**config.mk**
```make
export PLATFORM = sky130hd
export DESIGN_NAME = tdc_div
export DESIGN_NICKNAME = d
export VERILOG_FILES = /design/src/design/tdc_pkg.sv /design/src/design/tdc_div.sv
export SDC_FILE = /design/constraint.sdc
export NUM_CORES = 1
export LEC_CHECK = 0
export BUFFER_PORTS_ARGS = -buffer_cell sky130_fd_sc_hd__clkbuf_2
export CORE_MARGIN = 4
export CORE_UTILIZATION = 50
export CTS_CLUSTER_DIAMETER = 150
export CTS_CLUSTER_SIZE = 40
export DETAILED_ROUTE_END_ITERATION = 10
export HOLD_SLACK_MARGIN = 0.03
export PLACE_DENSITY = 0.76
export SLEW_MARGIN = 30
export SYNTH_ARGS = -nofsm -noshare
export SYNTH_HDL_FRONTEND = slang
export SYNTH_SLANG_ARGS = --single-unit
```
**constraint.sdc**
```tcl
create_clock -name clk -period 2.33 [get_ports clk]
set_clock_uncertainty 0.1 [all_clocks]
set_input_delay 0.466 -clock clk [delete_from_list [all_inputs] [get_ports clk]]
set_output_delay 0.466 -clock clk [all_outputs]
set_load 0.02 [all_outputs]
```
**src/design/tdc_pkg.sv**
```systemverilog
// ============================================================================
// tdc_pkg
// Shared types, widths and constants of the tilt to drive command block.
// ============================================================================
`default_nettype none

package tdc_pkg;

  // Configuration register indexes.
  localparam logic [1:0] CFG_WEIGHT = 2'd0;
  localparam logic [1:0] CFG_PITCH_DZ = 2'd1;
  localparam logic [1:0] CFG_ROLL_DZ = 2'd2;

  localparam int CFG_W = 9;
  localparam int DZ_W = 7;
  localparam int SMP_W = 16;
  localparam int FLT_W = 24;

  // Sum of squares and its integer square root.
  localparam int SQ_W = 48;
  localparam int RT_W = 24;

  // CORDIC datapath: x and y scaled by 2^16, angle in Q20 degrees.
  localparam int CX_W = 44;
  localparam int Z_W = 30;
  localparam int ATAN_STEPS = 24;
  localparam logic signed [Z_W-1:0] DEG180_Q20 = 30'sd188743680;

  // Deadzone mapping.
  localparam int QN_W = 15;
  localparam int DEN_W = 7;
  localparam logic [DZ_W-1:0] DZ_MAX = 7'd89;
  localparam logic [DEN_W-1:0] DEG90 = 7'd90;
  localparam logic [6:0] DRIVE_MAX = 7'd100;
  localparam logic [CFG_W-1:0] WEIGHT_FULL = 9'd256;

  typedef struct packed {
    logic                   vld;
    logic                   roll;
    logic signed [CX_W-1:0] x;
    logic signed [CX_W-1:0] y;
    logic signed [Z_W-1:0]  z;
  } cordic_bus_t;

  // atan(2^-i) in degrees, Q20.
  function automatic logic signed [Z_W-1:0] atan_q20(input int idx);
    logic signed [Z_W-1:0] v;
    case (idx)
      0: v = 30'sd47185920;
      1: v = 30'sd27855475;
      2: v = 30'sd14718068;
      3: v = 30'sd7471121;
      4: v = 30'sd3750058;
      5: v = 30'sd1876857;
      6: v = 30'sd938658;
      7: v = 30'sd469357;
      8: v = 30'sd234682;
      9: v = 30'sd117342;
      10: v = 30'sd58671;
      11: v = 30'sd29335;
      12: v = 30'sd14668;
      13: v = 30'sd7334;
      14: v = 30'sd3667;
      15: v = 30'sd1833;
      16: v = 30'sd917;
      17: v = 30'sd458;
      18: v = 30'sd229;
      19: v = 30'sd115;
      20: v = 30'sd57;
      21: v = 30'sd29;
      22: v = 30'sd14;
      23: v = 30'sd7;
      default: v = '0;
    endcase
    return v;
  endfunction

endpackage

`default_nettype wire

```
**src/design/tdc_div.sv**
```systemverilog
// ============================================================================
// tdc_div
// Restoring divider for the deadzone mapping, one quotient bit per cycle.
// ============================================================================
`default_nettype none

module tdc_div
  import tdc_pkg::*;
(
  input  wire logic             clk,
  input  wire logic             rst_n,
  input  wire logic             start,
  input  wire logic [QN_W-1:0]  num,
  input  wire logic [DEN_W-1:0] den,
  output logic                  done,
  output logic [QN_W-1:0]       quot
);

  localparam int CNT_W = $clog2(QN_W);

  logic [QN_W-1:0]  num_r;
  logic [DEN_W-1:0] den_r;
  logic [DEN_W-1:0] rem_r;
  logic [QN_W-1:0]  quot_r;
  logic [CNT_W-1:0] cnt_r;
  logic             run_r;
  logic             done_r;
  logic [DEN_W:0]   rem_t;
  logic [DEN_W:0]   diff;
  logic             take;

  always_comb begin
    rem_t = {rem_r, num_r[QN_W-1]};
    take = (rem_t >= {1'b0, den_r});
    diff = rem_t - {1'b0, den_r};
  end

  always_ff @(posedge clk) begin
    if (!rst_n) begin
      run_r <= 1'b0;
      done_r <= 1'b0;
    end else if (start) begin
      run_r <= 1'b1;
      done_r <= 1'b0;
    end else if (run_r) begin
      run_r <= (cnt_r != CNT_W'(QN_W - 1));
      done_r <= (cnt_r == CNT_W'(QN_W - 1));
    end else begin
      done_r <= 1'b0;
    end
  end

  always_ff @(posedge clk) begin
    if (start) begin
      num_r <= num;
      den_r <= den;
      rem_r <= '0;
      quot_r <= '0;
      cnt_r <= '0;
    end else if (run_r) begin
      num_r <= {num_r[QN_W-2:0], 1'b0};
      rem_r <= take ? diff[DEN_W-1:0] : rem_t[DEN_W-1:0];
      quot_r <= {quot_r[QN_W-2:0], take};
      cnt_r <= cnt_r + 1'b1;
    end
  end

  assign done = done_r;
  assign quot = quot_r;

endmodule

`default_nettype wire

```
### After elaboration in Yosys (flattened, before gate mapping)

Cells that the tools add are included.

| operators by class | value |
|---|---|
| order comparisons | 1 |
| $add $sub $neg | 2 |
| muxes and demuxes | 5 |
| equal/unequal tests | 2 |
| bitwise operators | 2 |
| reductions and logical operators | 2 |

Operators with widths:

| cell | count |
|---|---|
| $mux 15 | 2 |
| $ge 8x7->1 | 1 |
| $mux 7 | 1 |
| $sub 7x7->7 | 1 |
| $add 4x1->4 const B | 1 |
| $eq 4x4->1 const B | 1 |
| $ne 4x4->1 const B | 1 |
| $reduce_or 3->1 | 1 |
| $mux 1 | 2 |
| $not 1->1 | 2 |
| $reduce_bool 2->1 | 1 |

| word-level totals | value |
|---|---|
| word-level logic and storage cells | 21 |
| input bits | 25 |
| output and inout bits | 16 |
| bits in registers | 50 |

### Longest topological paths before layout

Gate-level depths: netlist of the first run.

| logic depth | value |
|---|---|
| word-level depth | 3 |
| mapped depth | 9 |
| mapped depth without buffers | 7 |

### Worst setup path before layout of the first run

Ideal clock, no wire load.

| path | value |
|---|---|
| kind | reg-to-reg |
| start point | reg num_r[14] |
| end point | reg rem_r[0] |
| path buffers | 2 |
| cell stages (with the launch flop) | 10 |
| slack | 0.100 ns |
| library setup time | 0.088 ns |
| period minus slack after synthesis | 2.230 ns |
| data arrival time | 2.042 ns |
| required time | 2.142 ns |
| cells stage by stage | edfxtp_1 > inv_1 > ha_1 > fa_1 > nand2b_1 > a211o_1 > buf_6 > and3_1 > buf_6 > a311oi_2 |

| on the way | value |
|---|---|
| cells in the longest elaborated chain, start to end | 2 |
| elaborated cells on any way between the ends | 3 |
| classes of those cells | add/sub (1); order compare (1); mux (1) |

Ends and longest elaborated chain:

| element | line | text |
|---|---|---|
| from (decl) | tdc_div.sv:21 | `logic [QN_W-1:0] num_r;` |
| from (signal assigned) | tdc_div.sv:55 | `num_r <= num;` |
| from (signal assigned) | tdc_div.sv:61 | `num_r <= {num_r[QN_W-2:0], 1'b0};` |
| $sub 7x7->7 / $ge 8x7->1 (equally long branches) | tdc_div.sv:35, tdc_div.sv:34 |  |
| $mux 7 * | tdc_div.sv:62 | `rem_r <= take ? diff[DEN_W-1:0] : rem_t[DEN_W-1:0];` |
| to (signal assigned) | tdc_div.sv:62 |  |
| to (decl) | tdc_div.sv:23 | `logic [DEN_W-1:0] rem_r;` |

Mark *: on every way between the ends. The rest lies on a longest branch, timed or not.
A chain may end at the register's enable or synchronous reset.

### Final worst setup path of the first run

| path | value |
|---|---|
| start point | reg num_r[14] |
| end point | reg rem_r[2] |

The elaborated chain is that of the path after synthesis.

==> results.txt, run 1 <==
----------------------------------------------------
[Critical path]
  CP Class ... reg2reg
  RR Startpoint ... num_r[14]$_DFFE_PP_
  Setup slack, reg-to-reg ... 170 ps
  Critical register-to-register path endpoint ... rem_r[2]$_SDFFE_PP0P_
  Worst setup path endpoint ... rem_r[2]$_SDFFE_PP0P_
  Setup crit start ... num_r[14]$_DFFE_PP_
  Data required time at the worst endpoint ... 2450 ps
  Endpoint class of the critical path ... register
  Worst-path fanout max ... 6
  Startpoint kind of the worst setup timing path ... register
  Data arrival time of the critical path ... 2280 ps
  Worst-case reg-to-reg path depth ... 7

[Synthesis]
  Summed instance area of the synthesized netlist ... 0.00243 mm²
  Synthesis warning total ... 0
  Library cell with the highest instance count after synthesis ... sky130_fd_sc_hd__nor2_1
  Number of distinct library cells after synthesis ... 47
  Synth async-reset ratio ... 0
  Predominant post-synthesis flop cell ... sky130_fd_sc_hd__dfxtp_1
  EDFF count, synth ... 22
  Post-Synthesis Net Count ... 252
  Synth Instances ... 217
  Post-synthesis average cell area ... 11.2 µm²
  Register area share after synthesis ... 0.502
  Ranking of synthesized cells by instance count ... 30 x sky130_fd_sc_hd__nor2_1, 28 x sky130_fd_sc_hd__dfxtp_1, 22 x sky130_fd_sc_hd__edfxtp_1
  Cell types occupying the most area after synthesis ... sky130_fd_sc_hd__edfxtp_1 27%, sky130_fd_sc_hd__dfxtp_1 23%, sky130_fd_sc_hd__mux2_2 6.5%
  Seq cells post-synth ... 50
  Area share of the largest cell type after synthesis ... 0.271
  Cell taking the most area after synthesis ... sky130_fd_sc_hd__edfxtp_1

[Power]
  Total power ... 1.77 mW
  Static leakage ... 1.16 nW
  Total power divided by cell area ... 629 mW/mm²
  Worst IR Drop VDD ... 0.373 mV

[Cells and area]
  Fillcell total ... 407
  Antenna fix cells ... 0
  Layout cell share with drive strength beyond 1 ... 0.306
  Final layout net count ... 292
  Number of cells in the finished layout apart from fillers ... 325
  Area grow syn2layout ... 15.5%

[Clock network]
  Clock-pin slew on the worst setup and hold paths ... 90 ps
  CTS sink count ... 50
  Deepest level of the CTS H-tree ... 2
  Clock latency on the worst-skew pair ... 300 ps
  TritonCTS clock tree ... yes
  Clk Tree Root Cell ... sky130_fd_sc_hd__clkbuf_8
  Num CTS Buffers ... 5
  Clock buffer depth ... 2

[STA]
  Period minus WS final ... 2160 ps
  Final hold viol count ... 0
  Transition at the pin with the smallest max-transition slack ... 534 ps
  Achievable frequency ... 0.463 GHz
  Remaining max-slew budget at the tightest pin ... 0.644
  Final-layout worst hold slack ... 237 ps
  Unrepaired setup endpoints after global routing ... no
  Fin. max-slew vios ... 0
  Final setup TNS ... 0 ps
  Share of the cycle needed by the critical path after routing ... 0.927
  Setup ws final ... 170 ps
  Setup-violating endpoint count in the final report ... 0

[Drt]
  DRT antenna net count ... 0
  Count of unresolved DRC violations after routing ... 0
  Routed via count divided by cell count ... 5.22
  Number of DRC markers in iteration 0 ... 92
  Drt wl/cell ... 13.1 µm
  Wirelength, routed ... 4270 µm
  Vias ... 1697
  Drt first pass iters ... 4

[GRT]
  Gr ovfl total ... 0
  Via count of the first global-routing pass ... 1613
  Global Route Usage Sum ... 0.148
  Initial antenna violation count ... 0
  Pin count of the biggest net entering global routing ... 25
  Wire length of the first global-routing pass ... 7180 µm

[Placement]
  Port-buffer cells ... 40
  Placed cell count ... 317
  Final weighted congestion in routability-driven placement ... 0.775
  Total half-perimeter wirelength after legalization and detailed placement ... 3080 µm
  Post-Place Setup Slack ... 112 ps

[Die]
  Ports ... 41
  Chip height ... 77.8 µm
  Total core area ... 0.00472 mm²
  Initial core utilization ... 0.515
  Die area ... 0.00605 mm²
  Cell row count ... 25
  Horizontal extent of the die ... 77.8 µm

[Hold path]
  Worst min-delay path startpoint ... den[2]
  Worst hold stages ... 1
  Worst hold path class ... in2reg

[Status]
  Outcome ... completed

[Flow run]
  Max-cap violations ... 0

----------------------------------------------------
power by group:
group	switching [mW]	total, mW	internal [mW]
sequential	0.0288	1.00	0.973
combinational	0.148	0.282	0.135
clock	0.279	0.485	0.206
total	0.455	1.77	1.31
sequential cells by signal, indices dropped and copies added (netlist names):
name / flops
rem_r: 7
den_r: 7
run_r: 1
num_r: 15
quot: 15
done: 1
cnt_r: 4
metrics by stage:
| stage | cell area (µm²) | util |
|---|---|---|
| finish | 2810 | 0.595 |
| global route | 2810 | 0.595 |
| CTS | 2800 | 0.594 |
| detailed placement | 2720 | 0.576 |
| global placement | 2720 | 0.576 |
| floorplan | 2430 | - |
worst max-delay path, stage by stage (launching register included):
cell and delay, ps:
sky130_fd_sc_hd__edfxtp_1 330, sky130_fd_sc_hd__inv_1 60, sky130_fd_sc_hd__ha_1 210, sky130_fd_sc_hd__fa_1 410, sky130_fd_sc_hd__nand2b_4 170, sky130_fd_sc_hd__a211o_1 260, sky130_fd_sc_hd__and3_2 280, sky130_fd_sc_hd__a311oi_2 270
logic make-up (layout without fill, tap and decap cells):
logic type	Yosys count	after routing	share of synthesized area
AND/OR/NAND/NOR	67	67	0.141
flip-flops	50	50	0.502
AO/OA/AOI/OAI	31	31	0.112
multiplexers	28	28	0.122
buffers and inverters	25	66	0.0473
adder cells (fa/ha/maj)	10	10	0.0545
XOR/XNOR	6	6	0.0216
placed cells by master (no fill, tap or decap), types with 2 or more instances in the layout:
master                     instances
sky130_fd_sc_hd__o21ai_1           2
sky130_fd_sc_hd__clkbuf_2         40
sky130_fd_sc_hd__xnor2_1           3
sky130_fd_sc_hd__xor2_1            3
sky130_fd_sc_hd__nand3_1           2
sky130_fd_sc_hd__mux2_2           14
sky130_fd_sc_hd__clkinv_1          2
sky130_fd_sc_hd__mux2i_1          14
sky130_fd_sc_hd__nand4_1           3
sky130_fd_sc_hd__a41oi_1           4
sky130_fd_sc_hd__a311oi_2          2
sky130_fd_sc_hd__edfxtp_1         22
sky130_fd_sc_hd__or3b_2            2
sky130_fd_sc_hd__nand2_1           8
sky130_fd_sc_hd__ha_1              9
sky130_fd_sc_hd__a21oi_1           2
sky130_fd_sc_hd__inv_1            12
sky130_fd_sc_hd__a211oi_1          4
sky130_fd_sc_hd__nand2b_1          5
sky130_fd_sc_hd__buf_12            2
sky130_fd_sc_hd__nand3b_1          3
sky130_fd_sc_hd__dfxtp_1          28
sky130_fd_sc_hd__o21bai_1          2
sky130_fd_sc_hd__o31ai_2           2
sky130_fd_sc_hd__a21o_1            3
sky130_fd_sc_hd__nor3b_1           5
sky130_fd_sc_hd__clkbuf_8          5
sky130_fd_sc_hd__buf_4             4
sky130_fd_sc_hd__a31oi_1           2
sky130_fd_sc_hd__nor2_1           30
metal layers:
| metal | up-vias | global-route usage | wire length (µm) |
|---|---|---|---|
| met3 | 6 | 0.0371 | 155 |
| met2 | 28 | 0.238 | 2080 |
| li1 | 857 | - | - |
| met5 | - | 0 | 0 |
| met1 | 806 | 0.191 | 1970 |
| met4 | 0 | 0.0569 | 63 |
repair_timing:
item,4_1_cts,5_1_grt
resized for setup,0,3
hold endpoints to repair,0,0
buffers inserted,0,0
hold buffers,0,0
endpoints found under the setup margin,0,5
final cells by class:
| cell class | count | area [µm²] | area share |
|---|---|---|---|
| Sequential cell | 50 | 1220 | 0.434 |
| Multi-Input combinational cell | 142 | 1110 | 0.394 |
| Timing Repair Buffer | 46 | 270 | 0.0961 |
| Tap cell | 67 | 83.8 | 0.0298 |
| Clock buffer | 5 | 68.8 | 0.0245 |
| Inverter | 12 | 45.0 | 0.0160 |
| Clock inverter | 3 | 16.3 | 0.00578 |
how the worst min path moves through the flow:
stage	endpoint	slack, ps
floorplan	done$_SDFF_PP0_	370
global placement	quot[14]$_SDFFE_PP0P_	380
detailed placement	done$_SDFF_PP0_	390
CTS	den_r[2]$_DFFE_PP_	230
global route	den_r[0]$_DFFE_PP_	220
finish	den_r[2]$_DFFE_PP_	240
Power figures use the tool's default switching activity.
==> run 2: changes to the inputs <==
--- a/config.mk
+++ b/config.mk
@@ -12,6 +12,7 @@
 export CTS_CLUSTER_SIZE = 40
 export DETAILED_ROUTE_END_ITERATION = 10
 export HOLD_SLACK_MARGIN = 0.03
+export MAX_ROUTING_LAYER = met4
 export PLACE_DENSITY = 0.76
 export SLEW_MARGIN = 30
 export SYNTH_ARGS = -nofsm -noshare
==> results.txt, run 2 (same netlist as run 1, synthesis figures left out) <==
----------------------------------------------------
[STA]
  Setup-violating endpoint count in the final report ... 0
  Final setup TNS ... 0 ps
  Period minus WS final ... 2160 ps
  Remaining max-slew budget at the tightest pin ... 0.645
  Unrepaired setup endpoints after global routing ... no
  Share of the cycle needed by the critical path after routing ... 0.927
  Transition at the pin with the smallest max-transition slack ... 532 ps
  Fin. max-slew vios ... 0
  Final hold viol count ... 0
  Achievable frequency ... 0.463 GHz
  Final-layout worst hold slack ... 237 ps

[Cells and area]
  Final core occ ... 0.595
  Top library cells by usage in the layout, fill and taps aside ... 40 x sky130_fd_sc_hd__clkbuf_2, 30 x sky130_fd_sc_hd__nor2_1, 28 x sky130_fd_sc_hd__dfxtp_1
  Fin area ... 0.00281 mm²
  Layout cell share with drive strength beyond 1 ... 0.306
  Most common cell after layout, fill and taps aside ... sky130_fd_sc_hd__clkbuf_2
  Area grow syn2layout ... 15.5%
  Final layout net count ... 292
  Antenna fix cells ... 0
  Total area of sequential cells ... 0.00122 mm²
  Fillcell total ... 407
  Combined area of the multi-input logic cells ... 0.00111 mm²

[Hold path]
  Worst hold path class ... in2reg

[Power]
  Total power divided by cell area ... 629 mW/mm²
  Worst IR Drop VDD ... 0.374 mV
  Static leakage ... 1.16 nW

[Die]
  Cell row count ... 25
  Ports ... 41
  Horizontal extent of the die ... 77.8 µm
  Total core area ... 0.00472 mm²
  Die area ... 0.00605 mm²
  Initial core utilization ... 0.515
  Chip height ... 77.8 µm

[Clock network]
  Number of gates resized after CTS ... 0
  CTS sink count ... 50
  TritonCTS clock tree ... yes
  Clk Tree Root Cell ... sky130_fd_sc_hd__clkbuf_8
  Deepest level of the CTS H-tree ... 2
  Clock-pin slew on the worst setup and hold paths ... 90 ps
  Clock buffer depth ... 2
  Clock latency on the worst-skew pair ... 300 ps
  Num CTS Buffers ... 5
  Hold-fix buffers, CTS ... 0
  Number of setup buffers added after CTS ... 0

[Critical path]
  Data arrival time of the critical path ... 2280 ps
  Endpoint class of the critical path ... register
  Cell breakdown of the critical path ... inv_1 -> ha_1 -> fa_1 -> nand2b_4 -> a211o_1 -> and3_2 -> a311oi_2
  CP Class ... reg2reg
  Startpoint kind of the worst setup timing path ... register
  Worst-path fanout max ... 6
  Largest stage delay, worst path ... 410 ps
  Data required time at the worst endpoint ... 2450 ps
  Setup slack, reg-to-reg ... 170 ps
  Worst path slowest cell ... sky130_fd_sc_hd__fa_1

[Drt]
  Drt wl/cell ... 13.1 µm
  Routed via count divided by cell count ... 5.24
  Wirelength, routed ... 4250 µm
  Count of unresolved DRC violations after routing ... 0
  Number of DRC markers in iteration 0 ... 82
  Vias ... 1704
  Drt first pass iters ... 4
  DRT antenna net count ... 0

[Status]
  Outcome ... completed

[GRT]
  Pin count of the biggest net entering global routing ... 25
  Via count of the first global-routing pass ... 1616
  Wire length of the first global-routing pass ... 7160 µm
  Global Route Usage Sum ... 0.152
  Initial antenna violation count ... 0
  Gr ovfl total ... 0

[Placement]
  Total half-perimeter wirelength after legalization and detailed placement ... 3080 µm
  Post-Place Cell Area ... 0.00272 mm²
  Port-buffer cells ... 40
  Final weighted congestion in routability-driven placement ... 0.785

[Flow run]
  Max-cap violations ... 0

----------------------------------------------------
run 2: layout make-up:
class                           instances  share of cell area
Tap cell                               67              0.0298
Multi-Input combinational cell        142               0.394
Timing Repair Buffer                   46              0.0961
Sequential cell                        50               0.434
Clock buffer                            5              0.0245
Inverter                               12              0.0160
Clock inverter                          3             0.00578
run 2: stage by stage:
| stage | cells | worst slack, ps | power [mW] |
|---|---|---|---|
| after floorplan | 217 | 99.7 | 1.22 |
| after global placement | 317 | 143 | 1.29 |
| after detailed placement | 317 | 112 | 1.30 |
| after CTS | 325 | 93.5 | 1.79 |
| after global routing | 325 | 43.3 | 1.86 |
| final | 325 | 169 | 1.77 |
run 2: worst max-delay path: cells and delay by family, from the launching register on:
kind                       cells  cell delay, ps
and+or+nand+nor                2             450
AOI/OAI and AO/OA              2             530
buffers and inverters          1              60
DFF                            1             330
adders and majority gates      2             620
run 2: final timing paths:
| kind | start | to | cells after the start |
|---|---|---|---|
| max | num_r[14]$_DFFE_PP_ | rem_r[2]$_SDFFE_PP0P_ | 7 |
| min | den[2] | den_r[2]$_DFFE_PP_ | 1 |
| max reg2reg | num_r[14]$_DFFE_PP_ | rem_r[2]$_SDFFE_PP0P_ | 7 |
| min reg2reg | cnt_r[3]$_SDFFE_PP0P_ | done$_SDFF_PP0_ | 2 |
run 2: routing by layer:
layer,GRT usage,share of wire
met5,-,0
met2,0.238,0.49
met1,0.191,0.46
met4,0.0569,0.015
met3,0.0348,0.037
run 2: where the power goes:
group          switching, mW  leakage [nW]  internal [mW]  total [mW]
Combinational          0.147         0.665          0.135       0.282
Sequential            0.0287         0.447          0.973        1.00
Clock                  0.278        0.0432          0.206       0.484
Total                  0.454          1.16           1.31        1.77
==> run 3: changes to the inputs <==
--- a/config.mk
+++ b/config.mk
@@ -5,8 +5,7 @@
 export SDC_FILE = /design/constraint.sdc
 export NUM_CORES = 1
 export LEC_CHECK = 0
-export BUFFER_PORTS_ARGS = -buffer_cell sky130_fd_sc_hd__clkbuf_2
-export CORE_MARGIN = 4
+export BUFFER_PORTS_ARGS = -buffer_cell sky130_fd_sc_hd__buf_2
 export CORE_UTILIZATION = 50
 export CTS_CLUSTER_DIAMETER = 150
 export CTS_CLUSTER_SIZE = 40
@@ -14,7 +13,7 @@
 export HOLD_SLACK_MARGIN = 0.03
 export MAX_ROUTING_LAYER = met4
 export PLACE_DENSITY = 0.76
-export SLEW_MARGIN = 30
+export SLEW_MARGIN = 10
 export SYNTH_ARGS = -nofsm -noshare
 export SYNTH_HDL_FRONTEND = slang
 export SYNTH_SLANG_ARGS = --single-unit
==> results.txt, run 3 (same netlist as run 1, synthesis figures left out) <==
----------------------------------------------------
[Clock network]
  Hold-fix buffers, CTS ... 0
  Clock latency on the worst-skew pair ... 300 ps
  Clk Tree Root Cell ... sky130_fd_sc_hd__clkbuf_8
  Clock buffer depth ... 2
  Num CTS Buffers ... 5
  Clock-pin slew on the worst setup and hold paths ... 90 ps
  TritonCTS clock tree ... yes
  CTS sink count ... 50
  Deepest level of the CTS H-tree ... 2

[Status]
  Outcome ... completed

[Placement]
  Port-buffer cells ... 40
  Final weighted congestion in routability-driven placement ... 0.855
  Total half-perimeter wirelength after legalization and detailed placement ... 3090 µm
  Post-Place Cell Area ... 0.00269 mm²
  Placed cell count ... 305
  Post-Place Setup Slack ... 87.9 ps

[Power]
  Net switching power ... 0.456 mW
  Combinational group share of total power ... 0.158
  Clock power frac ... 0.279
  Total power divided by cell area ... 638 mW/mm²
  Share of total power in sequential cells ... 0.563
  Static leakage ... 1.16 nW
  Switching portion of total power ... 0.257
  Worst IR Drop VDD ... 0.511 mV
  Total power ... 1.77 mW
  Internal Power ... 1.32 mW

[GRT]
  Via count of the first global-routing pass ... 1526
  Wire length of the first global-routing pass ... 7000 µm
  Initial antenna violation count ... 0
  Gr ovfl total ... 0
  Pin count of the biggest net entering global routing ... 25
  Global Route Usage Sum ... 0.181

[Drt]
  Routed via count divided by cell count ... 5.38
  Drt first pass iters ... 4
  Vias ... 1684
  Count of unresolved DRC violations after routing ... 0
  Number of DRC markers in iteration 0 ... 77
  Wirelength, routed ... 4280 µm
  Drt wl/cell ... 13.7 µm
  DRT antenna net count ... 0

[STA]
  Transition at the pin with the smallest max-transition slack ... 486 ps
  Fin. max-slew vios ... 0
  Share of the cycle needed by the critical path after routing ... 0.948
  Setup ws final ... 122 ps
  Final setup TNS ... 0 ps
  Period minus WS final ... 2210 ps
  Unrepaired setup endpoints after global routing ... no
  Remaining max-slew budget at the tightest pin ... 0.676
  Setup-violating endpoint count in the final report ... 0
  Achievable frequency ... 0.453 GHz
  Final hold viol count ... 0
  Final-layout worst hold slack ... 235 ps

[Die]
  Horizontal extent of the die ... 71.8 µm
  Die area ... 0.00515 mm²
  Initial core utilization ... 0.519
  Ports ... 41
  Total core area ... 0.00469 mm²
  Cell row count ... 25
  Chip height ... 71.8 µm

[Critical path]
  Data required time at the worst endpoint ... 2450 ps
  CP Class ... reg2reg
  Worst-path fanout max ... 8
  Endpoint class of the critical path ... register
  Startpoint kind of the worst setup timing path ... register
  Data arrival time of the critical path ... 2330 ps

[Cells and area]
  Combined area of the multi-input logic cells ... 0.00111 mm²
  Final core occ ... 0.592
  Fillcell total ... 416
  Most common cell after layout, fill and taps aside ... sky130_fd_sc_hd__buf_2
  Layout cell share with drive strength beyond 1 ... 0.305
  Final layout net count ... 293
  Top library cells by usage in the layout, fill and taps aside ... 40 x sky130_fd_sc_hd__buf_2, 30 x sky130_fd_sc_hd__nor2_1, 28 x sky130_fd_sc_hd__dfxtp_1
  Total area of sequential cells ... 0.00122 mm²
  Antenna fix cells ... 0
  Fin area ... 0.00278 mm²
  Area grow syn2layout ... 14.1%
  Number of cells in the finished layout apart from fillers ... 313

[Hold path]
  Worst hold path class ... in2reg

[Flow run]
  Max-cap violations ... 0

----------------------------------------------------
-- run 3: cell types whose count changed in the layout (fill, tap and decap cells not counted), sizes merged --
| cell | previous run | this run |
|---|---|---|
| clkbuf | 45 | 6 |
| clkinv | 3 | 1 |
| inv | 12 | 13 |
| buf | 6 | 47 |
-- run 3: what timing repair did --
action / 4_1_cts / 5_1_grt
gates resized for setup: 0 / 1
setup buffers: 0 / 0
setup endpoints to repair: 0 / 4
endpoints found under the hold margin: 0 / 0
-- run 3: layout make-up --
| class | count | share of cell area |
|---|---|---|
| Clock buffer | 6 | 0.0261 |
| Sequential cell | 50 | 0.440 |
| Timing Repair Buffer | 47 | 0.0910 |
| Inverter | 12 | 0.0162 |
| Multi-Input combinational cell | 142 | 0.398 |
| Clock inverter | 2 | 0.00450 |
| Tap cell | 54 | 0.0243 |
-- run 3: final timing paths --
check | slack, ps | startpoint | cells after the start | end
max reg2reg | 120 | num_r[14]$_DFFE_PP_ | 8 | rem_r[5]$_SDFFE_PP0P_
min reg2reg | 410 | cnt_r[3]$_SDFFE_PP0P_ | 2 | done$_SDFF_PP0_
min | 230 | den[2] | 1 | den_r[2]$_DFFE_PP_
max | 120 | num_r[14]$_DFFE_PP_ | 8 | rem_r[5]$_SDFFE_PP0P_
-- run 3: power groups by stage --
| stage | logic, mW | registers, mW | clock network, mW |
|---|---|---|---|
| global route | 0.312 | 1.00 | 0.541 |
| CTS | 0.279 | 0.998 | 0.505 |
| finish | 0.281 | 0.998 | 0.494 |
| detailed placement | 0.277 | 1.02 | 0 |
| floorplan | 0.209 | 1.01 | 0 |
| global placement | 0.273 | 1.02 | 0 |
-- run 3: worst max-delay path, cell delays in order (launching register included) --
cell and delay [ps]:
sky130_fd_sc_hd__edfxtp_1 330, sky130_fd_sc_hd__inv_1 60, sky130_fd_sc_hd__ha_1 210, sky130_fd_sc_hd__fa_1 400, sky130_fd_sc_hd__nand2b_4 170, sky130_fd_sc_hd__a211o_1 270, sky130_fd_sc_hd__buf_4 170, sky130_fd_sc_hd__a31o_2 260
sky130_fd_sc_hd__o21ai_0 170
-- run 3: layer usage --
layer / vias up / global-route usage / wire, µm
met5: - / - / 0
met4: 0 / 0.0654 / 60
met3: 6 / 0.0366 / 155
met2: 37 / 0.286 / 2010
met1: 784 / 0.230 / 2060
li1: 857 / - / -
