===== src/design/tdc_pkg.sv =====
// ============================================================================
// tdc_pkg
// Shared types, widths and constants of the tilt to drive command block.
// ============================================================================
`default_nettype none

package tdc_pkg;

  // Configuration register indexes.
  localparam logic [1:0] CFG_WEIGHT = 2'd0;
  localparam logic [1:0] CFG_PITCH_DZ = 2'd1;
  localparam logic [1:0] CFG_ROLL_DZ = 2'd2;

  localparam int CFG_W = 9;
  localparam int DZ_W = 7;
  localparam int SMP_W = 16;
  localparam int FLT_W = 24;

  // Sum of squares and its integer square root.
  localparam int SQ_W = 48;
  localparam int RT_W = 24;

  // CORDIC datapath: x and y scaled by 2^16, angle in Q20 degrees.
  localparam int CX_W = 44;
  localparam int Z_W = 30;
  localparam int ATAN_STEPS = 24;
  localparam logic signed [Z_W-1:0] DEG180_Q20 = 30'sd188743680;

  // Deadzone mapping.
  localparam int QN_W = 15;
  localparam int DEN_W = 7;
  localparam logic [DZ_W-1:0] DZ_MAX = 7'd89;
  localparam logic [DEN_W-1:0] DEG90 = 7'd90;
  localparam logic [6:0] DRIVE_MAX = 7'd100;
  localparam logic [CFG_W-1:0] WEIGHT_FULL = 9'd256;

  typedef struct packed {
    logic                   vld;
    logic                   roll;
    logic signed [CX_W-1:0] x;
    logic signed [CX_W-1:0] y;
    logic signed [Z_W-1:0]  z;
  } cordic_bus_t;

  // atan(2^-i) in degrees, Q20.
  function automatic logic signed [Z_W-1:0] atan_q20(input int idx);
    logic signed [Z_W-1:0] v;
    case (idx)
      0: v = 30'sd47185920;
      1: v = 30'sd27855475;
      2: v = 30'sd14718068;
      3: v = 30'sd7471121;
      4: v = 30'sd3750058;
      5: v = 30'sd1876857;
      6: v = 30'sd938658;
      7: v = 30'sd469357;
      8: v = 30'sd234682;
      9: v = 30'sd117342;
      10: v = 30'sd58671;
      11: v = 30'sd29335;
      12: v = 30'sd14668;
      13: v = 30'sd7334;
      14: v = 30'sd3667;
      15: v = 30'sd1833;
      16: v = 30'sd917;
      17: v = 30'sd458;
      18: v = 30'sd229;
      19: v = 30'sd115;
      20: v = 30'sd57;
      21: v = 30'sd29;
      22: v = 30'sd14;
      23: v = 30'sd7;
      default: v = '0;
    endcase
    return v;
  endfunction

endpackage

`default_nettype wire


===== src/design/tdc_isqrt.sv =====
// ============================================================================
// tdc_isqrt
// Integer square root, one result bit per cycle, floor rounding.
// ============================================================================
`default_nettype none

module tdc_isqrt
  import tdc_pkg::*;
(
  input  wire logic            clk,
  input  wire logic            rst_n,
  input  wire logic            start,
  input  wire logic [SQ_W-1:0] radicand,
  output logic                 done,
  output logic [RT_W-1:0]      root
);

  localparam int CNT_W = $clog2(RT_W);
  localparam int REM_W = RT_W + 1;

  logic [SQ_W-1:0]  rad_r;
  logic [REM_W-1:0] rem_r;
  logic [RT_W-1:0]  root_r;
  logic [CNT_W-1:0] cnt_r;
  logic             run_r;
  logic             done_r;
  logic [REM_W+1:0] rem_t;
  logic [REM_W+1:0] trial;
  logic [REM_W+1:0] diff;
  logic             take;

  always_comb begin
    rem_t = {rem_r, rad_r[SQ_W-1 -: 2]};
    trial = (REM_W+2)'({root_r, 2'b01});
    take = (rem_t >= trial);
    diff = rem_t - trial;
  end

  always_ff @(posedge clk) begin
    if (!rst_n) begin
      run_r <= 1'b0;
      done_r <= 1'b0;
    end else if (start) begin
      run_r <= 1'b1;
      done_r <= 1'b0;
    end else if (run_r) begin
      run_r <= (cnt_r != CNT_W'(RT_W - 1));
      done_r <= (cnt_r == CNT_W'(RT_W - 1));
    end else begin
      done_r <= 1'b0;
    end
  end

  always_ff @(posedge clk) begin
    if (start) begin
      rad_r <= radicand;
      rem_r <= '0;
      root_r <= '0;
      cnt_r <= '0;
    end else if (run_r) begin
      rad_r <= {rad_r[SQ_W-3:0], 2'b00};
      rem_r <= take ? diff[REM_W-1:0] : rem_t[REM_W-1:0];
      root_r <= {root_r[RT_W-2:0], take};
      cnt_r <= cnt_r + 1'b1;
    end
  end

  assign done = done_r;
  assign root = root_r;

endmodule

`default_nettype wire


===== config.mk =====
export PLATFORM = sky130hd
export DESIGN_NAME = tdc_isqrt
export DESIGN_NICKNAME = d
export VERILOG_FILES = /design/src/design/tdc_pkg.sv /design/src/design/tdc_isqrt.sv
export SDC_FILE = /design/constraint.sdc
export NUM_CORES = 1
export LEC_CHECK = 0
export BUFFER_PORTS_ARGS = -buffer_cell sky130_fd_sc_hd__buf_2
export CORE_ASPECT_RATIO = 0.7
export CORE_UTILIZATION = 35
export DETAILED_ROUTE_END_ITERATION = 8
export PLACE_DENSITY_LB_ADDON = 0.15
export SLEW_MARGIN = 20
export SYNTH_ARGS = -nofsm -noshare
export SYNTH_HDL_FRONTEND = slang
export SYNTH_SLANG_ARGS = --single-unit
export TNS_END_PERCENT = 30

===== constraint.sdc =====
create_clock -name clk -period 2.6 [get_ports clk]
set_clock_uncertainty 0.05 [all_clocks]
set_input_delay 0.26 -clock clk [delete_from_list [all_inputs] [get_ports clk]]
set_output_delay 0.26 -clock clk [all_outputs]
set_load 0.005 [all_outputs]

### After elaboration in Yosys (flattened, before gate mapping)

Cells that the tools add are included.
Widths: inputs -> output; s select.

| word-level totals | value |
|---|---|
| register bits after elaboration | 104 |
| word-level logic and storage cells | 20 |
| input bits | 51 |
| output and inout port bits | 25 |

| cells by class | value |
|---|---|
| reductions and logical operators | 2 |
| $add $sub $neg | 2 |
| magnitude comparators | 1 |
| bitwise gates (word level) | 2 |
| eq/ne operators | 2 |
| mux-type cells | 5 |

Operator list:

| operator | count |
|---|---|
| $mux 48 | 2 |
| $ge 27x26->1 | 1 |
| $mux 25 | 1 |
| $sub 25x25->25 | 1 |
| $add 5x1->5 const B | 1 |
| $eq 5x5->1 const B | 1 |
| $ne 5x5->1 const B | 1 |
| $reduce_or 3->1 | 1 |
| $mux 1 | 2 |
| $not 1->1 | 2 |
| $reduce_bool 2->1 | 1 |

### Logic depth before layout (Yosys ltp)

Gate-level depths: netlist (run 1).

| logic depth | value |
|---|---|
| word-level depth | 3 |
| mapped depth | 11 |
| mapped depth without buffers | 9 |

### Worst setup path before layout (run 1)

No wires, ideal clock.

| timing path | value |
|---|---|
| kind | reg2reg |
| from | register root_r[0], in the netlist root[0] |
| to | register rem_r[22] |
| cell stages (with the launch flop) | 10 |
| required time | 2.459 ns |
| clock period less this slack | 2.609 ns |
| path buffers | 0 |
| slack | -0.009 ns |
| arrival time | 2.468 ns |
| setup time | 0.091 ns |
| cell sequence | dfxtp_1 inv_1 ha_1 nor2b_1 o31a_1 o41a_1 a211oi_2 o21bai_1 a221o_1 a311oi_1 |

| on the way | value |
|---|---|
| cells in the longest elaborated chain, start to end | 2 |
| elaborated cells on any way between the ends | 3 |
| those cells by class | add/sub (1); order compare (1); mux (1) |

RTL lines:

| element | line | text |
|---|---|---|
| from (decl) | tdc_isqrt.sv:23 | `logic [RT_W-1:0] root_r;` |
| from (signal assigned) | tdc_isqrt.sv:63 | `root_r <= {root_r[RT_W-2:0], take};` |
| $sub 25x25->25 or $ge 27x26->1 (tied branches) | tdc_isqrt.sv:36, tdc_isqrt.sv:35 |  |
| $mux 25 (*) | tdc_isqrt.sv:62 | `rem_r <= take ? diff[REM_W-1:0] : rem_t[REM_W-1:0];` |
| to (signal assigned) | tdc_isqrt.sv:62 |  |
| to (decl) | tdc_isqrt.sv:22 | `logic [REM_W-1:0] rem_r;` |

Mark *: on every way between the ends. The rest lies on a longest branch, timed or not.
A chain may end at the register's enable or synchronous reset.

### Final worst setup path (run 1)

| timing path | value |
|---|---|
| from | register rad_r[46] |
| to | register rem_r[22] |

| on the way | value |
|---|---|
| cells in the longest elaborated chain, start to end | 2 |
| elaborated cells on any way between the ends | 3 |
| those cells by class | add/sub (1); order compare (1); mux (1) |

RTL lines:

| element | line | text |
|---|---|---|
| from (decl) | tdc_isqrt.sv:21 | `logic [SQ_W-1:0] rad_r;` |
| from (signal assigned) | tdc_isqrt.sv:56 | `rad_r <= radicand;` |
| from (signal assigned) | tdc_isqrt.sv:61 | `rad_r <= {rad_r[SQ_W-3:0], 2'b00};` |
| $sub 25x25->25 or $ge 27x26->1 (tied branches) | tdc_isqrt.sv:36, tdc_isqrt.sv:35 |  |
| $mux 25 (*) | tdc_isqrt.sv:62 |  |

Marks and branches as above.

==> flow_summary_export.csv, run 1 <==
group,metric,value,unit
worst_setup_path,critPathLaunchType,"flop",
worst_setup_path,cp-end-kind,"flop",
global_routing,grt_pass1_wl,23800,um
worst_setup_path,path_class,"reg2reg",
worst_setup_path,rrSetupSlack,-0.02,ns
worst_setup_path,crit_cells,9,
floorplanning,io_pins,76,
clocking,clk_pin_slew_worst_paths,0.08,ns
floorplanning,die_area,16910,sq um
drt,vias,4754,
sta,worstMarginPinSlew,0.6329,ns
worst_setup_path,r2r-start,"rad_r[46]",
clocking,cts_tree,"done",
floorplanning,die_y,109.1,um
worst_setup_path,crit_chain,"inv_2 > ha_4 > nor2b_4 > o31a_1 > o41a_1 > a211oi_2 > o21bai_1 > a221o_1 > a311oi_2",
logic_synthesis,syn_area,5734,sq um
logic_synthesis,async_reset_ff_frac,0,
drt,ant_nets,0,
drt,avgRoutedWirePerCell,15.94,um
global_routing,track_usage,0.1823,
logic_synthesis,syn-num-nets,630,
worst_setup_path,crit_arrival,2.85,ns
sta,setup-violations-final,1,
drt,remaining_drc_errors,0,
logic_synthesis,synth_enable_flop_cells,48,
hold_path,min_from,"rst_n",
hold_path,worstHoldEndpoint,"run_r",
global_routing,grt_pass1_vias,4471,
logic_synthesis,netlist_instances,552,
sta,period_share,1.008,
layout,layout-drive-gt1-share,0.4360,
clocking,clockBufferDepth,2,
layout,area_growth,35.87,%
sta,min_period,2.622,ns
clocking,clk_latency,0.36,ns
layout,ff_latch_area,2575,sq um
floorplanning,start_util,0.3644,
logic_synthesis,synth.distinct_cells,61,
worst_setup_path,cp_num_buf_inv,1,
logic_synthesis,yosysWarnings,0,
floorplanning,core.rowCount,38,
placement,io_buffers,75,
placement,gp_congestion,0.9158,
logic_synthesis,yosys_register_bits,104,
drt,drt-total-wl,15100,um
job,maxCapViolations,0,
sta,rsz0062_at_grt,"true",
hold_path,min_path_cells,3,
layout,multi_input_area,3244,sq um
logic_synthesis,synthFlopType,"dfxtp_1",
sta,final_hold_viol_count,0,
worst_setup_path,reg2reg_depth,9,
global_routing,grt_max_degree,79,
sta,slew_viol_final,0,
worst_setup_path,slowest_stage,"edfxtp_1",
sta,tns,-0.02158,ns
logic_synthesis,seq_area_frac_synth,0.4469,
global_routing,antenna_found_initial,0,
drt,viasPerCell,5.020,
clocking,cts_sinks,104,
worst_setup_path,cp_data_required_time,2.82,ns
drt,dr.pass1.iters,5,
floorplanning,die_x,155.0,um
global_routing,overflow,0,
worst_setup_path,reg2reg_to,"rem_r[22]",
placement,dp.final_hpwl,10950,um
layout,nFillCells,1457,
hold_path,hold_path_class,"in2reg",
sta,fmax,381.4,MHz
power,p_per_area,1107,nW/um^2
worst_setup_path,critPathTopFamily,"compound AO/OA/AOI/OAI gates",
placement,dp_slack,-0.1226,ns
power,ir_drop,525.9,uV
outcome,outcome,"finished with violations",
worst_setup_path,cp_max_fo,4,
clocking,root_buffer,"clkbuf_16",
clocking,cts_buffers,9,
drt,initialDrtViolationCount,314,
sta,relSlewSlack,0.5781,
power,p_leak,3.292,nW
outcome,failed_checks,"setup timing",
sta,final.setup.worst_slack,-0.02158,ns
clocking,h-tree-depth,3,
floorplanning,core,15740,sq um
layout,diodes,0,
logic_synthesis,avgSynthCellArea,10.39,sq um
worst_setup_path,slowest_delay,0.43,ns
layout,nets,800,
power,power,8.626,mW
[worst min-delay path, stage by stage]
cell,delay [ns]
buf_2,0.07
inv_1,0.04
nor2_1,0.09
[cell families after synthesis]
logic type	count (synthesis)	synth area share
xor gates and xnor gates	24	0.03666
buffers and inverters	61	0.04298
DFF	104	0.4469
adders and majority gates	27	0.05891
muxes	81	0.1514
AOI/OAI and AO/OA	111	0.1458
and+or+nand+nor	144	0.1174
[synth_stat cells, types with 2 or more instances]
master	instances	area [sq um]
edfxtp_1	48	1441
o41a_1	3	33.78
o211ai_2	2	25.02
nor3_1	7	35.03
a31oi_1	2	12.51
a311oi_1	4	35.03
o21ai_0	16	80.08
and4_1	2	17.52
clkbuf_1	24	90.09
nand3_1	7	35.03
ha_1	27	337.8
xor2_1	14	122.6
nand2_1	36	135.1
a21oi_1	24	120.1
inv_1	31	116.4
a41oi_1	3	26.28
a311oi_2	3	45.04
or2_2	2	12.51
mux2_2	46	518.0
o21bai_1	2	15.01
o21a_1	5	37.54
mux2i_1	35	350.3
a21o_1	13	97.59
o31ai_1	7	52.55
xnor2_1	10	87.58
a211oi_1	7	52.55
nor3b_1	5	37.54
buf_2	4	20.02
a2111oi_2	2	30.03
a32oi_1	3	26.28
dfxtp_1	56	1121
nand4_1	9	56.30
nor2b_1	3	18.77
and2_1	3	18.77
nor2_1	61	229.0
[worst max path at each step]
| stage | start | end |
|---|---|---|
| final | rad_r[46] | rem_r[22] |
| after floorplan | root[1] | rem_r[20] |
| after detailed placement | root[2] | rem_r[22] |
| after global routing | root[2] | rem_r[22] |
| after CTS | root[1] | rem_r[22] |
| after global placement | root[14] | rem_r[21] |
[final cells by class]
type	instances	area share
multi-input combinational	387	0.4164
timing repair buffer	189	0.1641
inverter	31	0.01494
clock inverter	7	0.009796
sequential	104	0.3305
tap	220	0.03533
clock buffer	9	0.02891
[per-stage QoR]
stage / cell area (sq um) / std cells / hold slack, ns / util
2_1_floorplan: 5734 / 552 / 0.3457 / -
3_3_place_gp: 7084 / 922 / 0.4101 / 0.4502
3_5_place_dp: 7084 / 922 / 0.4313 / 0.4502
4_1_cts: 7612 / 946 / 0.08467 / 0.4837
5_1_grt: 7791 / 947 / 0.1036 / 0.4951
6_report: 7791 / 947 / 0.09256 / 0.4951
[placed cells by master (no fill, tap or decap), types with 20 or more instances in the layout]
| cell type | count |
|---|---|
| a21oi_1 | 20 |
| buf_2 | 74 |
| buf_4 | 110 |
| dfxtp_1 | 46 |
| edfxtp_1 | 48 |
| inv_1 | 25 |
| mux2_2 | 46 |
| mux2i_1 | 32 |
| nand2_1 | 35 |
| nor2_1 | 59 |
[routing by layer]
| metal | global-route usage | share of wire | vias up |
|---|---|---|---|
| li1 | - | - | 2346 |
| met1 | 0.2863 | 0.53 | 2276 |
| met2 | 0.2468 | 0.41 | 121 |
| met3 | 0.03776 | 0.050 | 11 |
| met4 | 0.04243 | 0.0080 | 0 |
| met5 | 0 | 0 | - |
[power breakdown]
part	leakage [nW]	internal, mW	switching [mW]	total [mW]
clock	0.149	0.691	0.708	1.40
sequential	0.944	1.93	0.139	2.07
combinational	2.20	2.63	2.53	5.16
[state kept, by name (all words and copies together) (netlist names)]
| register | count |
|---|---|
| done | 1 |
| root | 24 |
| run_r | 1 |
| cnt_r | 5 |
| rem_r | 25 |
| rad_r | 48 |
[what timing repair did]
action,4_1_cts,5_1_grt
resized for setup,21,44
hold buffers,0,0
setup endpoints to repair,23,26
gates cloned,0,0
buffers inserted,8,1
pin swaps,11,23
Note: power is estimated with default switching activity, not from simulation.
==> inputs of run 2 (changes only) <==
==> constraint.sdc (replaced) <==
create_clock -name clk -period 2.29 [get_ports clk]
set_clock_uncertainty 0.05 [all_clocks]
set_input_delay 0.229 -clock clk [delete_from_list [all_inputs] [get_ports clk]]
set_output_delay 0.229 -clock clk [all_outputs]
set_load 0.005 [all_outputs]
==> run 2 against run 1 <==
The flow still finishes with violations (setup timing). Sequential share of layout area is 0.25 points lower. Cell count is 0.74% higher. Final area grew 0.61%. Wire length down 1.7%. Largest cell class unchanged. Largest power group unchanged. Critical path type unchanged. Via count fell by 0.88%. Power up 13%. Highest routed layer unchanged. Clock-buffer cell count grew 1. Hold slack got worse by 0.024 ns. Utilization increased by 0.30 points.
==> flow_summary_export.csv, run 2 (same netlist as run 1, synthesis figures left out) <==
group,metric,value,unit
outcome,outcome,"finished with violations",
outcome,failed_checks,"setup timing",
global_routing,antenna_found_initial,0,
drt,vias,4712,
worst_setup_path,path_class,"reg2reg",
placement,dp.final_hpwl,11040,um
clocking,root_buffer,"clkbuf_16",
layout,largest_reg_flops,48,
global_routing,grt_max_degree,49,
drt,avgRoutedWirePerCell,15.56,um
floorplanning,core,15740,sq um
global_routing,track_usage,0.1793,
global_routing,overflow,0,
clocking,h-tree-depth,3,
power,intPower,5.920,mW
worst_setup_path,cp_max_fo,5,
sta,final_hold_viol_count,0,
worst_setup_path,crit_arrival,2.80,ns
power,power_frac_seq,0.238,
layout,regMostFlops,"rad_r",
hold_path,min_path_cells,3,
sta,relSlewSlack,0.6697,
floorplanning,die_x,155.0,um
worst_setup_path,cp_data_required_time,2.46,ns
clocking,clk_latency,0.35,ns
drt,ant_nets,0,
layout,nets,807,
layout,layout-drive-gt1-share,0.4414,
worst_setup_path,rrSetupSlack,-0.34,ns
placement,io_buffers,75,
drt,drt-total-wl,14850,um
floorplanning,die_y,109.1,um
layout,diodes,0,
hold_path,hold_path_class,"in2reg",
floorplanning,core.rowCount,38,
placement,gp_congestion,0.8644,
sta,worstMarginPinSlew,0.4942,ns
layout,area_growth,36.70,%
power,sw_frac_of_total,0.3947,
sta,setup-violations-final,26,
placement,placed_cell_area,7222,sq um
clocking,cts_sinks,104,
layout,fin_util,0.4981,
power,p_per_area,1248,nW/um^2
worst_setup_path,critPathLaunchType,"flop",
drt,initialDrtViolationCount,239,
layout,nFillCells,1465,
worst_setup_path,reg2reg_depth,10,
floorplanning,io_pins,76,
drt,dr.pass1.iters,4,
sta,min_period,2.628,ns
power,clkPwrFrac,0.154,
layout,layout_common_cells,"buf_4 (113), buf_2 (75), nor2_1 (59), dfxtp_1 (49), edfxtp_1 (48)",
power,switchingPower,3.860,mW
clocking,clk_pin_slew_worst_paths,0.08,ns
job,maxCapViolations,0,
layout,stdcell_area,7839,sq um
sta,period_share,1.148,
floorplanning,start_util,0.3644,
power,ir_drop,634.1,uV
worst_setup_path,cp-end-kind,"flop",
drt,viasPerCell,4.939,
power,combPwrFrac,0.608,
clocking,cts_buffers,9,
sta,slew_viol_final,0,
drt,remaining_drc_errors,0,
layout,mostFrequentLayoutCell,"buf_4",
floorplanning,die_area,16910,sq um
clocking,cts_tree,"done",
clocking,clockBufferDepth,2,
clocking,holdBufCountCts,0,
global_routing,grt_pass1_wl,23450,um
power,p_leak,3.310,nW
sta,rsz0062_at_grt,"true",
sta,final.setup.worst_slack,-0.3385,ns
global_routing,grt_pass1_vias,4512,
sta,tns,-6.711,ns
sta,fmax,380.5,MHz
## run 2: changes by cell type in the layout (fill, tap and decap cells not counted), sizes merged
cell	change
inv	-1
clkbuf	+1
buf	+7
## run 2: area by class of cell
cell class	count	area [sq um]	share of cell area
clock inverter	6	51.30	0.006544
clock buffer	10	229.0	0.02921
inverter	31	116.4	0.01484
tap	220	275.3	0.03512
sequential	104	2571	0.3280
timing repair buffer	196	1335	0.1703
multi-input combinational	387	3261	0.4160
## run 2: what timing repair did
item	4_1_cts	5_1_grt
gates resized for setup	27	35
endpoints found under the setup margin	26	26
cloned	0	1
setup buffers	3	3
pin swaps	23	13
## run 2: metal layers
layer | vias to the layer above | global-route usage | part of all wire
met2 | 99 | 0.2532 | 0.41
met1 | 2231 | 0.2727 | 0.54
li1 | 2374 | - | -
met4 | 0 | 0.03607 | 0.0064
met3 | 8 | 0.04213 | 0.051
met5 | - | 0 | 0
## run 2: path summary, 6_finish.rpt
path,startpoint,end
worst max-delay path,root[1],rem_r[3]
worst min-delay path,rst_n,run_r
worst max register to register,root[1],rem_r[3]
worst min register to register,rem_r[23],rem_r[23]
## run 2: through the flow
step / setup slack [ns] / power (mW) / hold slack, ns / std cells
finish: -0.3385 / 9.780 / 0.06904 / 954
global route: -0.4483 / 10.40 / 0.05116 / 954
CTS: -0.3490 / 9.230 / 0.05187 / 950
detailed placement: -0.4145 / 7.326 / 0.4105 / 932
global placement: -0.4191 / 7.305 / 0.4099 / 932
floorplan: -0.2581 / 5.480 / 0.3147 / 552
## run 2: power by group through the flow
stage	clock, mW	combinational [mW]	sequential [mW]
6_report	1.50	5.94	2.33
3_3_place_gp	0	4.95	2.36
3_5_place_dp	0	4.96	2.36
2_1_floorplan	0	3.15	2.33
5_1_grt	1.62	6.43	2.36
4_1_cts	1.54	5.36	2.33
## run 2: critical path, cell delays in order, from the launching register on
cell,delay [ns]
dfxtp_2,0.33
inv_1,0.06
ha_4,0.29
o211ai_4,0.08
o211ai_2,0.26
a2111oi_4,0.12
or4_4,0.56
a21oi_4,0.24
buf_6,0.17
mux2i_4,0.25
a211oi_2,0.08
==> inputs of run 3 (changes only) <==
--- a/config.mk
+++ b/config.mk
@@ -5,11 +5,14 @@
 export SDC_FILE = /design/constraint.sdc
 export NUM_CORES = 1
 export LEC_CHECK = 0
+export ABC_AREA = 1
 export BUFFER_PORTS_ARGS = -buffer_cell sky130_fd_sc_hd__buf_2
 export CORE_ASPECT_RATIO = 0.7
 export CORE_UTILIZATION = 35
+export CTS_CLUSTER_DIAMETER = 60
 export DETAILED_ROUTE_END_ITERATION = 8
 export PLACE_DENSITY_LB_ADDON = 0.15
+export SKIP_LAST_GASP = 1
 export SLEW_MARGIN = 20
 export SYNTH_ARGS = -nofsm -noshare
 export SYNTH_HDL_FRONTEND = slang
==> run 3 against run 2 <==
The run ends with DRC left. Die area rose by 6.5%. Register-to-register slack gained 0.50 ns. Critical endpoint is now rem_r[13]. Clock power grew 12%. Combinational power up 38%. Highest routed layer unchanged.
==> flow_summary_export.csv, run 3 <==
group,metric,value,unit
logic_synthesis,yosysWarnings,0,
power,intPower,6.037,mW
global_routing,antenna_found_initial,0,
clocking,clk_pin_slew_worst_paths,0.08,ns
layout,diodes,0,
logic_synthesis,syn_area,6113,sq um
hold_path,hold_path_class,"in2reg",
sta,final.setup.worst_slack,0.1601,ns
placement,dp_slack,0.1167,ns
worst_setup_path,r2r-start,"root[16]",
job,maxCapViolations,0,
clocking,cts_tree,"done",
worst_setup_path,cp-startpoint,"root[16]",
global_routing,grt_pass1_wl,26650,um
sta,worstMarginPinSlew,0.5171,ns
drt,viasPerCell,4.676,
clocking,cts_sinks,104,
worst_setup_path,cp_max_fo,7,
power,p_leak,3.795,nW
worst_setup_path,critPathTopFamily,"simple AND/OR/NAND/NOR gates",
sta,fmax,469.5,MHz
layout,largest_reg_flops,48,
clocking,clockBufferDepth,2,
clocking,root_buffer,"clkbuf_16",
placement,io_buffers,75,
logic_synthesis,yosys.area.top_type,"nand2_1",
worst_setup_path,cp_num_buf_inv,4,
worst_setup_path,crit_chain,"inv_1 > ha_2 > nand2_2 > inv_2 > nand2_1 > nand2_1 > inv_1 > nand2_1 > a21oi_4 > nand3_4 > buf_4 > nand2_1 > nand2_1 > nand2_1 > nand2_1",
layout,regMostFlops,"rad_r",
layout,mostFrequentLayoutCell,"nand2_1",
drt,initialDrtViolationCount,353,
floorplanning,die_y,112.6,um
worst_setup_path,cp-end-kind,"flop",
worst_setup_path,slowest_stage,"ha_2",
drt,remaining_drc_errors,2,
power,p_per_area,1670,nW/um^2
hold_path,min_from,"rst_n",
power,clkPwrFrac,0.136,
logic_synthesis,synth_top_area_share,0.2560,
layout,layout-drive-gt1-share,0.1691,
logic_synthesis,netlist_instances,871,
floorplanning,io_pins,76,
floorplanning,die_area,18010,sq um
worst_setup_path,cp_data_required_time,2.50,ns
floorplanning,start_util,0.3572,
power,combPwrFrac,0.667,
clocking,h-tree-depth,3,
layout,nets,1031,
drt,vias,5560,
sta,relSlewSlack,0.6552,
power,ir_drop,964.6,uV
worst_setup_path,crit_arrival,2.34,ns
power,sw_frac_of_total,0.5089,
placement,gp_congestion,0.9386,
global_routing,grt_pass1_vias,4986,
logic_synthesis,synthFlopType,"dfxtp_1",
drt,avgRoutedWirePerCell,13.89,um
drt,ant_nets,0,
layout,final_cell_count_no_fill,1189,
logic_synthesis,yosys_register_bits,104,
power,power_frac_seq,0.197,
logic_synthesis,synth.distinct_cells,34,
global_routing,track_usage,0.1881,
logic_synthesis,yosysMostFrequentCell,"nand2_1",
floorplanning,core,17120,sq um
power,switchingPower,6.255,mW
logic_synthesis,synth_commonest_cells,"nand2_1 (417), inv_1 (102), dfxtp_1 (56)",
sta,min_period,2.130,ns
worst_setup_path,critPathLaunchType,"flop",
worst_setup_path,path_class,"reg2reg",
placement,dp.final_hpwl,12120,um
clocking,clk_latency,0.36,ns
logic_synthesis,synth_enable_flop_cells,48,
floorplanning,die_x,160.0,um
floorplanning,core.rowCount,40,
sta,period_share,0.9301,
sta,final_hold_viol_count,0,
worst_setup_path,critPathMostFrequentCell,"nand2_1",
sta,setup-violations-final,0,
placement,placedCellCount,1173,
drt,dr.pass1.iters,7,
drt,drt-total-wl,16510,um
global_routing,overflow,0,
clocking,cts_buffers,9,
global_routing,grt_max_degree,67,
layout,layout_common_cells,"nand2_1 (413), inv_1 (102), buf_2 (75), dfxtp_1 (56), edfxtp_1 (48)",
sta,slew_viol_final,0,
logic_synthesis,avgSynthCellArea,7.019,sq um
logic_synthesis,seq_area_frac_synth,0.4192,
worst_setup_path,slowest_delay,0.33,ns
outcome,failed_checks,"DRC",
logic_synthesis,synthTopCellsByArea,"nand2_1 (26%), edfxtp_1 (24%), dfxtp_1 (18%)",
clocking,cts_setup_buffers,0,
outcome,outcome,"finished with violations",
logic_synthesis,syn-num-nets,949,
layout,area_growth,20.41,%
logic_synthesis,async_reset_ff_frac,0,
run 3: cell types whose count changed after synthesis, moves of 13 or more:
| cell | before | now |
|---|---|---|
| nand2_1 | 36 | 417 |
| inv_1 | 31 | 102 |
| mux2_2 | 46 | 0 |
| mux2i_1 | 35 | 0 |
| nor2_1 | 61 | 34 |
| nand3_1 | 7 | 32 |
| nand4_1 | 9 | 31 |
| o22ai_1 | 1 | 23 |
| a21o_1 | 13 | 0 |
run 3: cells by family after synthesis:
group,synth area share
AND/OR/NAND/NOR,0.3651
buffers and inverters,0.08903
flip-flops,0.4192
AO/OA/AOI/OAI,0.05424
adder cells (fa/ha/maj),0.05526
XOR/XNOR,0.01719
run 3: worst paths after layout:
check | to | slack (ns) | cells after the start
hold reg to reg | cnt_r[4] | 0.41 | 1
setup / recovery | rem_r[13] | 0.16 | 15
hold / removal | done | 0.05 | 3
setup reg to reg | rem_r[13] | 0.16 | 15
run 3: metal layers:
layer	up-vias	GRT usage	share of wire
met4	0	0.04063	0.0089
met1	2526	0.3069	0.57
met5	-	0	0
li1	2930	-	-
met3	12	0.03030	0.034
met2	92	0.2496	0.38
run 3: power by group through the flow:
stage,Sequential [mW],Combinational (mW),Clock (mW)
after floorplan,2.38,5.64,0
after global placement,2.43,7.88,0
after detailed placement,2.43,7.80,0
after CTS,2.39,7.85,1.73
after global routing,2.45,9.15,1.80
final,2.42,8.20,1.68
run 3: area by class of cell:
class                           count  area (sq um)
Inverter                          111         416.7
Fill cell                        1833          9756
Clock inverter                      7         97.59
Tap cell                          231         289.0
Multi-Input combinational cell    628          3173
Clock buffer                        9         225.2
Sequential cell                   104          2562
Timing Repair Buffer               99         596.8
run 3: metrics by stage:
| step | cell area [sq um] | setup TNS (ns) | power [mW] | hold WS [ns] | utilization |
|---|---|---|---|---|---|
| 2_1_floorplan | 6115 | 0 | 8.024 | 0.3073 | - |
| 3_3_place_gp | 6870 | 0 | 10.30 | 0.3925 | 0.4014 |
| 3_5_place_dp | 6870 | 0 | 10.23 | 0.3952 | 0.4014 |
| 4_1_cts | 7193 | 0 | 11.97 | 0.04177 | 0.4202 |
| 5_1_grt | 7361 | -0.008930 | 13.40 | 0.05482 | 0.4300 |
| 6_report | 7361 | 0 | 12.29 | 0.05498 | 0.4300 |
run 3: repair_timing:
action,in CTS,in global routing
hold buffers,0,0
gates resized for setup,0,28
endpoints found under the setup margin,0,26
run 3: worst register-to-register path: stages, from the launching register on:
cell and delay, ns:
dfxtp_1 0.31, inv_1 0.10, ha_2 0.33, nand2_2 0.12, inv_2 0.05, nand2_1 0.06
nand2_1 0.06, inv_1 0.07, nand2_1 0.13, a21oi_4 0.23, nand3_4 0.12, buf_4 0.19
nand2_1 0.07, nand2_1 0.06, nand2_1 0.06, nand2_1 0.05
